[src/hdl/affine_point_transform_top_assert.svh]
// Assertion macros for the affine point transform block.
// Used by affine_point_transform_top; expects signals clk and arst_n in scope.
`ifndef AFFINE_POINT_TRANSFORM_TOP_ASSERT_SVH
`define AFFINE_POINT_TRANSFORM_TOP_ASSERT_SVH

// Same-cycle implication, checked on every rising clock edge out of reset.
`define APT_ASSERT_NOW(lbl, ante, cons, msg) \
lbl: assert property (@(posedge clk) disable iff (!arst_n) (ante) |-> (cons)) \
	else $error(msg);

// Next-cycle implication, checked on every rising clock edge out of reset.
`define APT_ASSERT_NEXT(lbl, ante, cons, msg) \
lbl: assert property (@(posedge clk) disable iff (!arst_n) (ante) |=> (cons)) \
	else $error(msg);

`endif

[src/hdl/apt_pkg.sv]
// Shared types, widths, codes and helper functions of the affine point transform.
// No dependencies; every other file of the block but the assertion header imports this package.
package apt_pkg;

	localparam int WORD_BITS = 32;
	localparam int FRAC_BITS = 16;
	localparam int FIELD_W   = 32;
	localparam int CMD_W     = 3;
	localparam int CFG_REGS  = 6;
	localparam int CFG_W     = 64;
	localparam int HALF_W    = CFG_W / 2;
	localparam int CFG_IDX_W = $clog2(CFG_REGS);

	// Datapath widths. VW holds a sum or difference of two words, OPW the
	// multiplier A operand, BW a matrix entry or its magnitude.
	localparam int VW   = WORD_BITS + 1;
	localparam int OPW  = WORD_BITS + 2;
	localparam int BW   = WORD_BITS + 1;
	localparam int MULW = OPW + BW;
	localparam int PRW  = MULW - FRAC_BITS;
	localparam int ACCW = ((PRW > WORD_BITS) ? PRW : WORD_BITS) + 2;
	localparam int RW   = ACCW + 1;

	typedef enum logic [CMD_W-1:0] {
		CMD_XFORM,
		CMD_INV_XFORM,
		CMD_ROTATE,
		CMD_INV_ROTATE,
		CMD_BOX
	} cmd_e;

	typedef enum logic [CFG_IDX_W-1:0] {
		REG_ROW0_LO,
		REG_ROW0_HI,
		REG_ROW1_LO,
		REG_ROW1_HI,
		REG_ROW2_LO,
		REG_ROW2_HI
	} cfg_reg_e;

	localparam logic [CFG_W-1:0] RST_ROW0_LO = 64'h0000_0000_0001_0000;
	localparam logic [CFG_W-1:0] RST_ROW0_HI = 64'h0000_0000_0000_0000;
	localparam logic [CFG_W-1:0] RST_ROW1_LO = 64'h0001_0000_0000_0000;
	localparam logic [CFG_W-1:0] RST_ROW1_HI = 64'h0000_0000_0000_0000;
	localparam logic [CFG_W-1:0] RST_ROW2_LO = 64'h0000_0000_0000_0000;
	localparam logic [CFG_W-1:0] RST_ROW2_HI = 64'h0000_0000_0001_0000;

	localparam logic signed [RW-1:0] SAT_HI =
		signed'({{(RW-WORD_BITS+1){1'b0}}, {(WORD_BITS-1){1'b1}}});
	localparam logic signed [RW-1:0] SAT_LO = ~SAT_HI;

	typedef logic [CFG_REGS-1:0][CFG_W-1:0] cfg_regs_t;

	typedef struct packed {
		logic [CMD_W-1:0]          command;
		logic signed [FIELD_W-1:0] in_x;
		logic signed [FIELD_W-1:0] in_y;
		logic signed [FIELD_W-1:0] in_z;
		logic signed [FIELD_W-1:0] box_max_x;
		logic signed [FIELD_W-1:0] box_max_y;
		logic signed [FIELD_W-1:0] box_max_z;
	} point_cmd_t;

	typedef struct packed {
		logic signed [FIELD_W-1:0] res_x;
		logic signed [FIELD_W-1:0] res_y;
		logic signed [FIELD_W-1:0] res_z;
		logic signed [FIELD_W-1:0] world_max_x;
		logic signed [FIELD_W-1:0] world_max_y;
		logic signed [FIELD_W-1:0] world_max_z;
		logic                      saturated;
	} point_res_t;

	// Multiplier operands: a[j] times b[i][j] and a2[j] times b2[i][j].
	typedef struct packed {
		logic [CMD_W-1:0]           cmd;
		logic [2:0][OPW-1:0]        a;
		logic [2:0][2:0][BW-1:0]    b;
		logic [2:0][OPW-1:0]        a2;
		logic [2:0][2:0][BW-1:0]    b2;
	} ops_t;

	// Scaled products, already shifted down by the fraction bits.
	typedef struct packed {
		logic [CMD_W-1:0]           cmd;
		logic [2:0][2:0][PRW-1:0]   p;
		logic [2:0][2:0][PRW-1:0]   p2;
	} prod_t;

	typedef struct packed {
		logic adv;
		logic skid_full;
	} obuf_stat_t;

	typedef struct packed {
		logic signed [WORD_BITS-1:0] val;
		logic                        clip;
	} sat_t;

	// Matrix entry (row, col); col 3 is the origin column.
	function automatic logic signed [WORD_BITS-1:0] m_entry(input cfg_regs_t cfg,
			input int unsigned row, input int unsigned col);
		logic [CFG_W-1:0]  w;
		logic [HALF_W-1:0] half;
		w = cfg[CFG_IDX_W'(row * 2 + (col >> 1))];
		half = col[0] ? w[CFG_W-1:HALF_W] : w[HALF_W-1:0];
		return signed'(half[WORD_BITS-1:0]);
	endfunction

	function automatic sat_t sat_word(input logic signed [RW-1:0] v);
		sat_t s;
		s.clip = 1'b0;
		s.val  = signed'(v[WORD_BITS-1:0]);
		if (v > SAT_HI) begin
			s.val  = signed'(SAT_HI[WORD_BITS-1:0]);
			s.clip = 1'b1;
		end else if (v < SAT_LO) begin
			s.val  = signed'(SAT_LO[WORD_BITS-1:0]);
			s.clip = 1'b1;
		end
		return s;
	endfunction

	function automatic logic signed [FIELD_W-1:0] to_field(
			input logic signed [WORD_BITS-1:0] v);
		return FIELD_W'(v);
	endfunction

endpackage

[src/hdl/apt_obuf.sv]
// Output register with a one-beat skid buffer; it sets the pipeline advance.
// Depends on apt_pkg for the result and status types.
module apt_obuf import apt_pkg::*; (
	input  logic       clk,
	input  logic       arst_n,
	input  logic       vld_s5,
	input  point_res_t res_s5,
	input  logic       res_ready,
	output logic       res_valid,
	output point_res_t res_data,
	output obuf_stat_t stat
);

	logic       out_vld_q;
	logic       skid_vld_q;
	point_res_t out_q;
	point_res_t skid_q;
	logic       to_out;
	logic       to_skid;
	logic       skid_drain;

	// The pipeline moves whenever the skid is empty, so a beat leaving the
	// last stage always finds room in the output register or in the skid.
	always_comb begin
		stat.adv       = !skid_vld_q;
		stat.skid_full = skid_vld_q;
		skid_drain     = skid_vld_q && res_ready;
		to_out         = !skid_vld_q && vld_s5 && (!out_vld_q || res_ready);
		to_skid        = !skid_vld_q && vld_s5 && out_vld_q && !res_ready;
	end

	always_ff @(posedge clk or negedge arst_n) begin
		if (!arst_n) begin
			out_vld_q  <= 1'b0;
			skid_vld_q <= 1'b0;
		end else begin
			if (skid_drain) begin
				skid_vld_q <= 1'b0;
			end else if (to_skid) begin
				skid_vld_q <= 1'b1;
			end
			if (to_out) begin
				out_vld_q <= 1'b1;
			end else if (!skid_vld_q && res_ready) begin
				out_vld_q <= 1'b0;
			end
		end
	end

	always_ff @(posedge clk) begin
		if (skid_drain) begin
			out_q <= skid_q;
		end else if (to_out) begin
			out_q <= res_s5;
		end
		if (to_skid) begin
			skid_q <= res_s5;
		end
	end

	assign res_valid = out_vld_q;
	assign res_data  = out_q;

endmodule

[config.mk]
export PLATFORM = sky130hd
export DESIGN_NAME = apt_obuf
export DESIGN_NICKNAME = d
export VERILOG_FILES = /design/src/hdl/affine_point_transform_top_assert.svh /design/src/hdl/apt_pkg.sv /design/src/hdl/apt_obuf.sv
export SDC_FILE = /design/constraint.sdc
export NUM_CORES = 1
export LEC_CHECK = 0
export BUFFER_PORTS_ARGS = -buffer_cell sky130_fd_sc_hd__buf_2
export CORE_MARGIN = 2
export CORE_UTILIZATION = 40
export CTS_CLUSTER_SIZE = 12
export DETAILED_ROUTE_END_ITERATION = 16
export GPL_ROUTABILITY_DRIVEN = 0
export GPL_TIMING_DRIVEN = 0
export SYNTH_ARGS = -nofsm -noshare
export SYNTH_HDL_FRONTEND = slang
export SYNTH_SLANG_ARGS = --single-unit
export TNS_END_PERCENT = 5
[constraint.sdc]
create_clock -name clk -period 26.3 [get_ports clk]
set_input_delay 5.26 -clock clk [delete_from_list [all_inputs] [get_ports clk]]
set_output_delay 5.26 -clock clk [all_outputs]
set_load 0.02 [all_outputs]
Yosys cells after proc, flatten, opt, wreduce, memory -nomap -nowiden
Cells that the tools add are included.
{"block": "totals", "in_bits": 197, "wordCells": 35, "reg_bits": 388}
{"block": "op_classes", "n_reduce_logical": 13, "muxes": 6}
{"op": "$mux 193", "count": 2}
{"op": "$logic_and 1x1->1", "count": 6}
{"op": "$reduce_bool 2->1", "count": 3}
{"op": "$mux 1", "count": 4}
{"op": "$logic_not 1->1", "count": 3}
{"op": "$logic_or 1x1->1", "count": 1}

Logic depth before layout (Yosys ltp)
Gate-level depths: netlist of run 1.
{"block": "logic_depth", "ltp_word": 6, "depth_mapped": 4, "mapped_depth_nobuf": 2}

Worst setup path after synthesis of run 1
Ideal clock, no wire load.
{"block": "synth_path", "path_type": "input port to flip-flop", "startpoint": "in res_ready", "endpoint": "reg skid_q[0] (netlist bit) (enable)", "setup_slack_ns": 1.481, "t_arrival_ns": 23.591, "path_stages": 1, "n_path_buf": 0, "path_cell_list": "nor4bb_1"}
{"block": "synth_between", "elab_chain_cells": 2}
{"item": "from (decl)", "line": "apt_obuf.sv:8", "rtl": "input logic res_ready,"}
{"item": "$logic_not 1->1", "line": "apt_obuf.sv:29", "rtl": "to_skid = !skid_vld_q && vld_s5 && out_vld_q && !res_ready;"}
{"item": "$logic_and 1x1->1", "line": "apt_obuf.sv:29"}
{"item": "to (signal assigned)", "line": "apt_obuf.sv:57", "rtl": "skid_q <= res_s5;"}
{"item": "to (decl)", "line": "apt_obuf.sv:17", "rtl": "point_res_t skid_q;"}
No other way between the ends.
A chain may end at the register's enable or synchronous reset.

Worst setup path after layout of run 1
{"block": "layout_path", "startpoint": "reg skid_vld_q", "endpoint": "out stat[0] (netlist bit)"}
{"item": "from (decl)", "line": "apt_obuf.sv:15", "rtl": "logic skid_vld_q;"}
{"item": "from (signal assigned)", "line": "apt_obuf.sv:35", "rtl": "skid_vld_q <= 1'b0;"}
{"item": "from (signal assigned)", "line": "apt_obuf.sv:38", "rtl": "skid_vld_q <= 1'b0;"}
{"item": "from (signal assigned)", "line": "apt_obuf.sv:40", "rtl": "skid_vld_q <= 1'b1;"}
{"item": "to (decl)", "line": "apt_obuf.sv:11", "rtl": "output obuf_stat_t stat"}
No word-level cell between the ends.

==> results of run 1 <==
layout make-up:
cell class / count / area (um2)
diodes: 5 / 12.51
plain buffers: 22 / 231.5
clock buffers: 60 / 1192
clock inverters: 16 / 145.1
fillers: 3011 / 17480
inverters: 1 / 3.754
multi-input cells: 201 / 2888
flip-flops and latches: 388 / 11640
well taps: 468 / 585.6
repair buffers: 411 / 2258
stage by stage:
stage          worst slack [ns]  cells  utilization (%)
4_1_cts                   19.62   1567            52.00
2_1_floorplan             1.481    612                -
3_5_place_dp              19.11   1491            48.33
6_report                  19.66   1572            52.03
3_3_place_gp             -9.061   1472            47.45
5_1_grt                   19.55   1571            52.03
worst max path at each step:
| stage | from | end | slack, ns | cells past startpoint |
|---|---|---|---|---|
| after floorplan | res_ready | skid_q[0] | 1.48 | 1 |
| after global placement | res_ready | skid_q[182] | -9.06 | 2 |
| after detailed placement | res_ready | skid_q[189] | 19.11 | 7 |
| after CTS | skid_vld_q | stat[0] | 19.62 | 2 |
| after global routing | skid_vld_q | stat[0] | 19.55 | 2 |
| final | skid_vld_q | stat[0] | 19.66 | 2 |
cells in the final DEF (no fill, tap or decap), types with 2 or more instances in the layout:
cell type and instances:
buf_16 3, buf_2 394, buf_6 26, buf_8 9
bufinv_16 3, clkbuf_1 14, clkbuf_16 45, clkinv_1 11
dfrtp_1 2, diode_2 5, edfxtp_1 386, mux2_2 23
mux2_4 170, nor2_1 2
where the power goes:
part,total (mW),switching (mW),internal [mW]
registers,0.748,0.0109,0.737
logic,0.174,0.0996,0.0745
clock network,0.574,0.230,0.344
total,1.50,0.340,1.15
registers in the layout (all words and copies together) (netlist names):
register    flops
skid_q        193
res_data      193
skid_vld_q      1
res_valid       1
metal layers:
layer | GRT usage (%) | wire (um)
met3 | 5.209 | 2340
met4 | 6.425 | 810
met5 | 0 | 0
met1 | 18.98 | 12580
met2 | 25.31 | 14790
worst max-delay path: cells and delay by family, from the launching register on:
kind,cells,cell delay [ns]
buffers and inverters,2,0.32
DFF,1,0.53
kinds of logic after synthesis:
kind of cell,after synthesis
mux,193
compound gates,3
flops,388
buf+inv,23
simple gates,5
==> qor.txt, run 1 <==
Status: finished clean
Reg2reg setup slack: 24.00 ns
# hold bufs at CTS: 0
Final period utilization: 25.25%
Unrepaired setup endpoints after global routing: false
Required time worst endpoint: 21.04 ns
Final slew viol count: 0
Top_reg_cell synth: edfxtp_1
FF-to-FF Start: skid_vld_q
Post-synth design cell area: 0.01474 mm2
Reg clk slew, reported paths: 0.06 ns
Crit Path Category: reg2out
Compound-Gate Fraction of Synth Area: 0.1528%
Top cells by count, synth: 386 x edfxtp_1, 170 x mux2_4, 23 x mux2_2
Post-route cell area: 0.01896 mm2
Synth Warn #: 0
Critical path peak fanout: 8
Ys async rst share: 0.5155%
Share of cells above drive strength 1: 61.87%
Avg Inst Size Synth: 24.09 um2
Initial antenna violation count: 5
Most frequent cell after synthesis: edfxtp_1
Drt first pass iters: 6
CTS tree: yes
Worst-Margin Slew: 0.7091 ns
Post-synthesis cell count: 612
PortBufs: 392
FMAX: 150.6 MHz
Clock skew: 0.006313 ns
DRC violations left: 0
First-pass GRT wire length: 45,040 um
Cell taking the most area after synthesis: edfxtp_1
Chip height: 196.0 um
Post-synthesis mux area share: 19.07%
Sequential cell area fraction in the yosys report: 78.97%
Clock sinks: 388
Post-Route WL: 30,520 um
Largest cells by area after synthesis: edfxtp_1 79%, mux2_4 17%, mux2_2 1.8%, buf_6 1.5%, dfrtp_1 0.34%
Total Power: 1.495 mW
DR WL/cell: 19.41 um
Final hold slack: 0.5422 ns
Global route total overflow: 0
Hold Path Stages: 1
Worst reg2reg path depth: 6
Worst-Skew Late Latency: 0.54 ns
Adder-Cell Fraction of Synth Area: 0%
Synthesis-to-layout area growth: 28.61%
TritonCTS Buffers: 42
Slowest CP cell: dfrtp_1
Final Setup Violations: 0
Maximum vdd ir drop: 0.05004 mV
Core area: 0.03643 mm2
Clk root buf: clkbuf_16
Relative slew slack: 52.72%
Post-CTS sizing: 0
Largest net degree at the start of global routing: 55
Initial Util: 40.46%
Hold EP: res_data[21]
Overall via count from detail_route: 7,256
Fin Setup TNS: 0 ns
CP cell instances: buf_4 -> buf_2
Hold WC Path Type: reg2reg
Synth cell types: 15
Vias in the first global route: 7,605
CP startpoint kind: flip-flop
Post-synth EDFFs: 386
R2R Path End: skid_q[187]
Nets: 1,264
Yosys top cell area share: 78.64%
Worst Path Arrival: 1.38 ns
FP Rows: 70
H-tree depth: 2
I/O pin total: 393
Leakage Power: 7.822 nW
Die Wd: 196.0 um
Simple-gate share of the synthesized area: 0.2037%
Max-capacitance violation count: 0
Dpl hpwl: 21,660 um
Vias/cell: 4.616
Period minus WS final: 6.641 ns
Max incr delay on CP: 0.53 ns
Hold Fails Final Rpt: 0
Routed Antenna Nets: 0
Total die area: 0.03840 mm2
GRT Util Overall: 15.50%
XOR/XNOR share of the synthesized area: 0%
Flops & latches, synth: 388
Setup Buffers After CTS: 0
Clock Path Buffers: 3
Critical path capture point type: primary output
Cell Area, Placed: 0.01761 mm2
Hold path start: skid_q[21]
Mapped Nets: 809
Pwr/cell area: 78.87 mW/mm2
DRT iter0 DRCs: 278
Combinational family with the most area after synthesis: multiplexers
No activity file was read; power rests on OpenSTA's default activity.
==> inputs of run 2 (changes only) <==
--- a/config.mk
+++ b/config.mk
@@ -5,6 +5,7 @@
 export SDC_FILE = /design/constraint.sdc
 export NUM_CORES = 1
 export LEC_CHECK = 0
+export ABC_AREA = 1
 export BUFFER_PORTS_ARGS = -buffer_cell sky130_fd_sc_hd__buf_2
 export CORE_MARGIN = 2
 export CORE_UTILIZATION = 40
==> constraint.sdc (replaced) <==
create_clock -name clk -period 6.3 [get_ports clk]
set_input_delay 1.26 -clock clk [delete_from_list [all_inputs] [get_ports clk]]
set_output_delay 1.26 -clock clk [all_outputs]
set_load 0.02 [all_outputs]
==> run 2 against run 1 <==
  * Routed wire length grew 22%
  * Worst setup slack lost 16 ns
  * Sequential share of layout area grew 1.4 points
  * Core utilization shrank 0.21 points
  * Power grew to 4.4 times the previous value
  * Critical path depth grew 5
  * Critical path type is now in2reg
==> qor.txt, run 2 <==
Area occupied by multi-input gates: 0.002485 mm2 (was 0.002888 mm2)
Compound-Gate Fraction of Synth Area: 0% (was 0.1528%)
Core area: 0.03574 mm2 (was 0.03643 mm2)
Die Wd: 194.9 um (was 196.0 um)
Hold WC Path Type: in2async (was reg2reg)
Net switching power: 1.741 mW (was 340.4 uW)
Drt first pass iters: 5 (was 6)
Status: finished clean (unchanged)
Most common cell after layout, fill and taps aside: buf_2 (unchanged)
Part of the power in registers: 49.3% (was 50.0%)
Share of cells above drive strength 1: 33.79% (was 61.87%)
Dpl hpwl: 24,620 um (was 21,660 um)
Pwr/cell area: 355.3 mW/mm2 (was 78.87 mW/mm2)
# hold bufs at CTS: 0 (unchanged)
Post-synth design cell area: 0.01457 mm2 (was 0.01474 mm2)
Leakage Power: 7.844 nW (was 7.822 nW)
Clock Path Buffers: 3 (unchanged)
Post-CTS sizing: 0 (unchanged)
FP Rows: 69 (was 70)
Switching Fraction: 26.46% (was 22.76%)
Worst Path Arrival: 3.09 ns (was 1.38 ns)
CP startpoint kind: primary input (was flip-flop)
Unrepaired setup endpoints after global routing: false (unchanged)
Combinational family with the most area after synthesis: simple AND/OR/NAND/NOR gates (was multiplexers)
Maximum vdd ir drop: 0.2445 mV (was 0.05004 mV)
Most frequent cells in the layout: 421 x buf_2, 393 x nand2_1, 386 x edfxtp_1 (was 394 x buf_2, 386 x edfxtp_1, 170 x mux2_4)
TritonCTS Buffers: 43 (was 42)
Final Non-Filler Cells: 1,990 (was 1,572)
DRC violations left: 0 (unchanged)
Post-Route WL: 37,290 um (was 30,520 um)
Most frequent cell after synthesis: nand2_1 (was edfxtp_1)
Largest net degree at the start of global routing: 117 (was 55)
Max-capacitance violation count: 0 (unchanged)
Top_reg_cell synth: edfxtp_1 (unchanged)
Chip height: 194.9 um (was 196.0 um)
XOR/XNOR share of the synthesized area: 0% (unchanged)
Initial antenna violation count: 13 (was 5)
Clock skew: 0.008271 ns (was 0.006313 ns)
Period minus WS final: 2.902 ns
Post-synthesis mux area share: 0% (was 19.07%)
Power Internal: 4.839 mW (was 1.155 mW)
CTS tree: yes (unchanged)
GRT Util Overall: 19.18% (was 15.50%)
Final period utilization: 46.06%
Final slew viol count: 0 (unchanged)
Crit Path Category: in2reg (was reg2out)
Initial Util: 40.77% (was 40.46%)
Cell taking the most area after synthesis: edfxtp_1 (unchanged)
Flops & latches, synth: 388 (unchanged)
Largest cells by area after synthesis: edfxtp_1 80%, nand2_1 10%, nand3_1 6.7%, buf_2 1.0%, buf_4 0.93% (was edfxtp_1 79%, mux2_4 17%, mux2_2 1.8%, buf_6 1.5%, dfrtp_1 0.34%)
Synthesis-to-layout area growth: 27.11% (was 28.61%)
Mapped Nets: 1,247 (was 809)
Clk pwr share: 36.1% (was 38.4%)
Overall via count from detail_route: 9,782 (was 7,256)
I/O pin total: 393 (unchanged)
Vias/cell: 4.916 (was 4.616)
Critical path peak fanout: 98 (was 8)
H-tree depth: 2 (unchanged)
Combinational Power Share: 14.6% (was 11.6%)
Total die area: 0.03797 mm2 (was 0.03840 mm2)
Required time worst endpoint: 6.49 ns (was 21.04 ns)
Clock sinks: 388 (unchanged)
Yosys top cell area share: 79.55% (was 78.64%)
Nets: 1,685 (was 1,264)
Final Setup Violations: 0 (unchanged)
First-pass GRT wire length: 56,010 um (was 45,040 um)
Adder-Cell Fraction of Synth Area: 0% (unchanged)
Worst-Margin Slew: 0.8336 ns (was 0.7091 ns)
Setup Buffers After CTS: 0 (unchanged)
DRT iter0 DRCs: 460 (was 278)
Fin util: 51.82% (was 52.03%)
Routed Antenna Nets: 0 (unchanged)
Post-synthesis cell count: 1,050 (was 612)
Post-synth EDFFs: 386 (unchanged)
Hold Fails Final Rpt: 0 (unchanged)
Number of fill cells: 3,198 (was 3,011)
Total Power: 6.580 mW (was 1.495 mW)
Global route total overflow: 0 (unchanged)
FMAX: 344.6 MHz
Critical path capture point type: flip-flop (was primary output)
Synth Warn #: 0 (unchanged)
Avg Inst Size Synth: 13.88 um2 (was 24.09 um2)
Synth cell types: 12 (was 15)
Reg clk slew, reported paths: 0.06 ns (about the same)
Vias in the first global route: 9,802 (was 7,605)
Ys async rst share: 0.5155% (unchanged)
Worst-Skew Late Latency: 0.55 ns (was 0.54 ns)
Top cells by count, synth: 394 x nand2_1, 386 x edfxtp_1, 194 x nand3_1 (was 386 x edfxtp_1, 170 x mux2_4, 23 x mux2_2)
DR WL/cell: 18.74 um (was 19.41 um)
PortBufs: 391 (was 392)
Placed cell count: 1,904 (was 1,491)
Clk root buf: clkbuf_16 (unchanged)
Sequential cell area fraction in the yosys report: 79.89% (was 78.97%)
Sequential cell area: 0.01164 mm2 (unchanged)
Relative slew slack: 44.43% (was 52.72%)
Simple-gate share of the synthesized area: 16.94% (was 0.2037%)
==> run 2: cell count changes after synthesis, moves of 3 or more <==
cell / change
nand2_1: +394
buf_2: +28
nand3_1: +194
mux2_4: -170
buf_6: -7
inv_1: +4
buf_4: +17
mux2_2: -23
buf_1: +3
clkbuf_1: +3
==> run 2: final cells by class <==
type,instances,area share (%)
sequential,388,62.85
multi-input combinational,591,13.42
timing repair buffer,393,10.86
clock buffer,58,6.343
tap,461,3.114
buffer,66,2.391
clock inverter,17,0.7296
antenna,11,0.1486
inverter,5,0.1419
==> run 2: per-stage QoR <==
step,setup WS (ns),setup TNS [ns],instance area [um2],hold WS (ns)
after CTS,3.372,0,18490,0.4558
after detailed placement,2.774,0,17180,0.5187
after floorplan,0.3013,0,14570,0.5113
after global placement,-2.043,-391.45,17110,0.5159
final,3.398,0,18520,0.4878
after global routing,3.239,0,18510,0.4703
==> run 2: layer usage <==
layer / share of wire, % / wire length, um / global-route usage (%) / vias up
met5: 0.19 / 69 / 0 / -
met4: 3.0 / 1101 / 8.482 / 10
met3: 9.8 / 3663 / 7.132 / 66
met2: 47 / 17430 / 29.91 / 376
met1: 40 / 15020 / 24.00 / 4726
li1: - / - / - / 4604
==> run 2: power by group through the flow <==
stage | Combinational, mW | Clock [mW] | Sequential [mW]
detailed placement | 0.977 | 0 | 3.30
global route | 1.04 | 2.53 | 3.27
floorplan | 0.336 | 0 | 3.55
global placement | 0.951 | 0 | 3.35
finish | 0.960 | 2.38 | 3.24
CTS | 0.978 | 2.44 | 3.25
==> run 2: path summary, 6_finish.rpt <==
path	start	endpoint	slack (ns)	cells after the start
min reg2reg	skid_q[176]	res_data[176]	0.53	2
max reg2reg	skid_vld_q	res_data[91]	3.71	6
max in group asynchronous	arst_n	skid_vld_q	5.71	1
max	res_ready	res_data[91]	3.40	7
min in group clk	skid_q[176]	res_data[176]	0.53	2
min	arst_n	res_valid	0.49	1
==> run 2: worst max-delay path: stages <==
cell     delay, ns
buf_4         0.15
buf_4         0.22
inv_1         0.08
nand2_1       0.08
nand2_1       0.13
nand2_8       0.59
buf_16        0.48
==> run 2: kinds of logic (layout without fill, tap and decap cells) <==
kind of cell           count (synthesis)  in the layout
AND/OR/NAND/NOR                      591            591
flip-flops                           388            388
buffers and inverters                 71            539
other                                  0             11
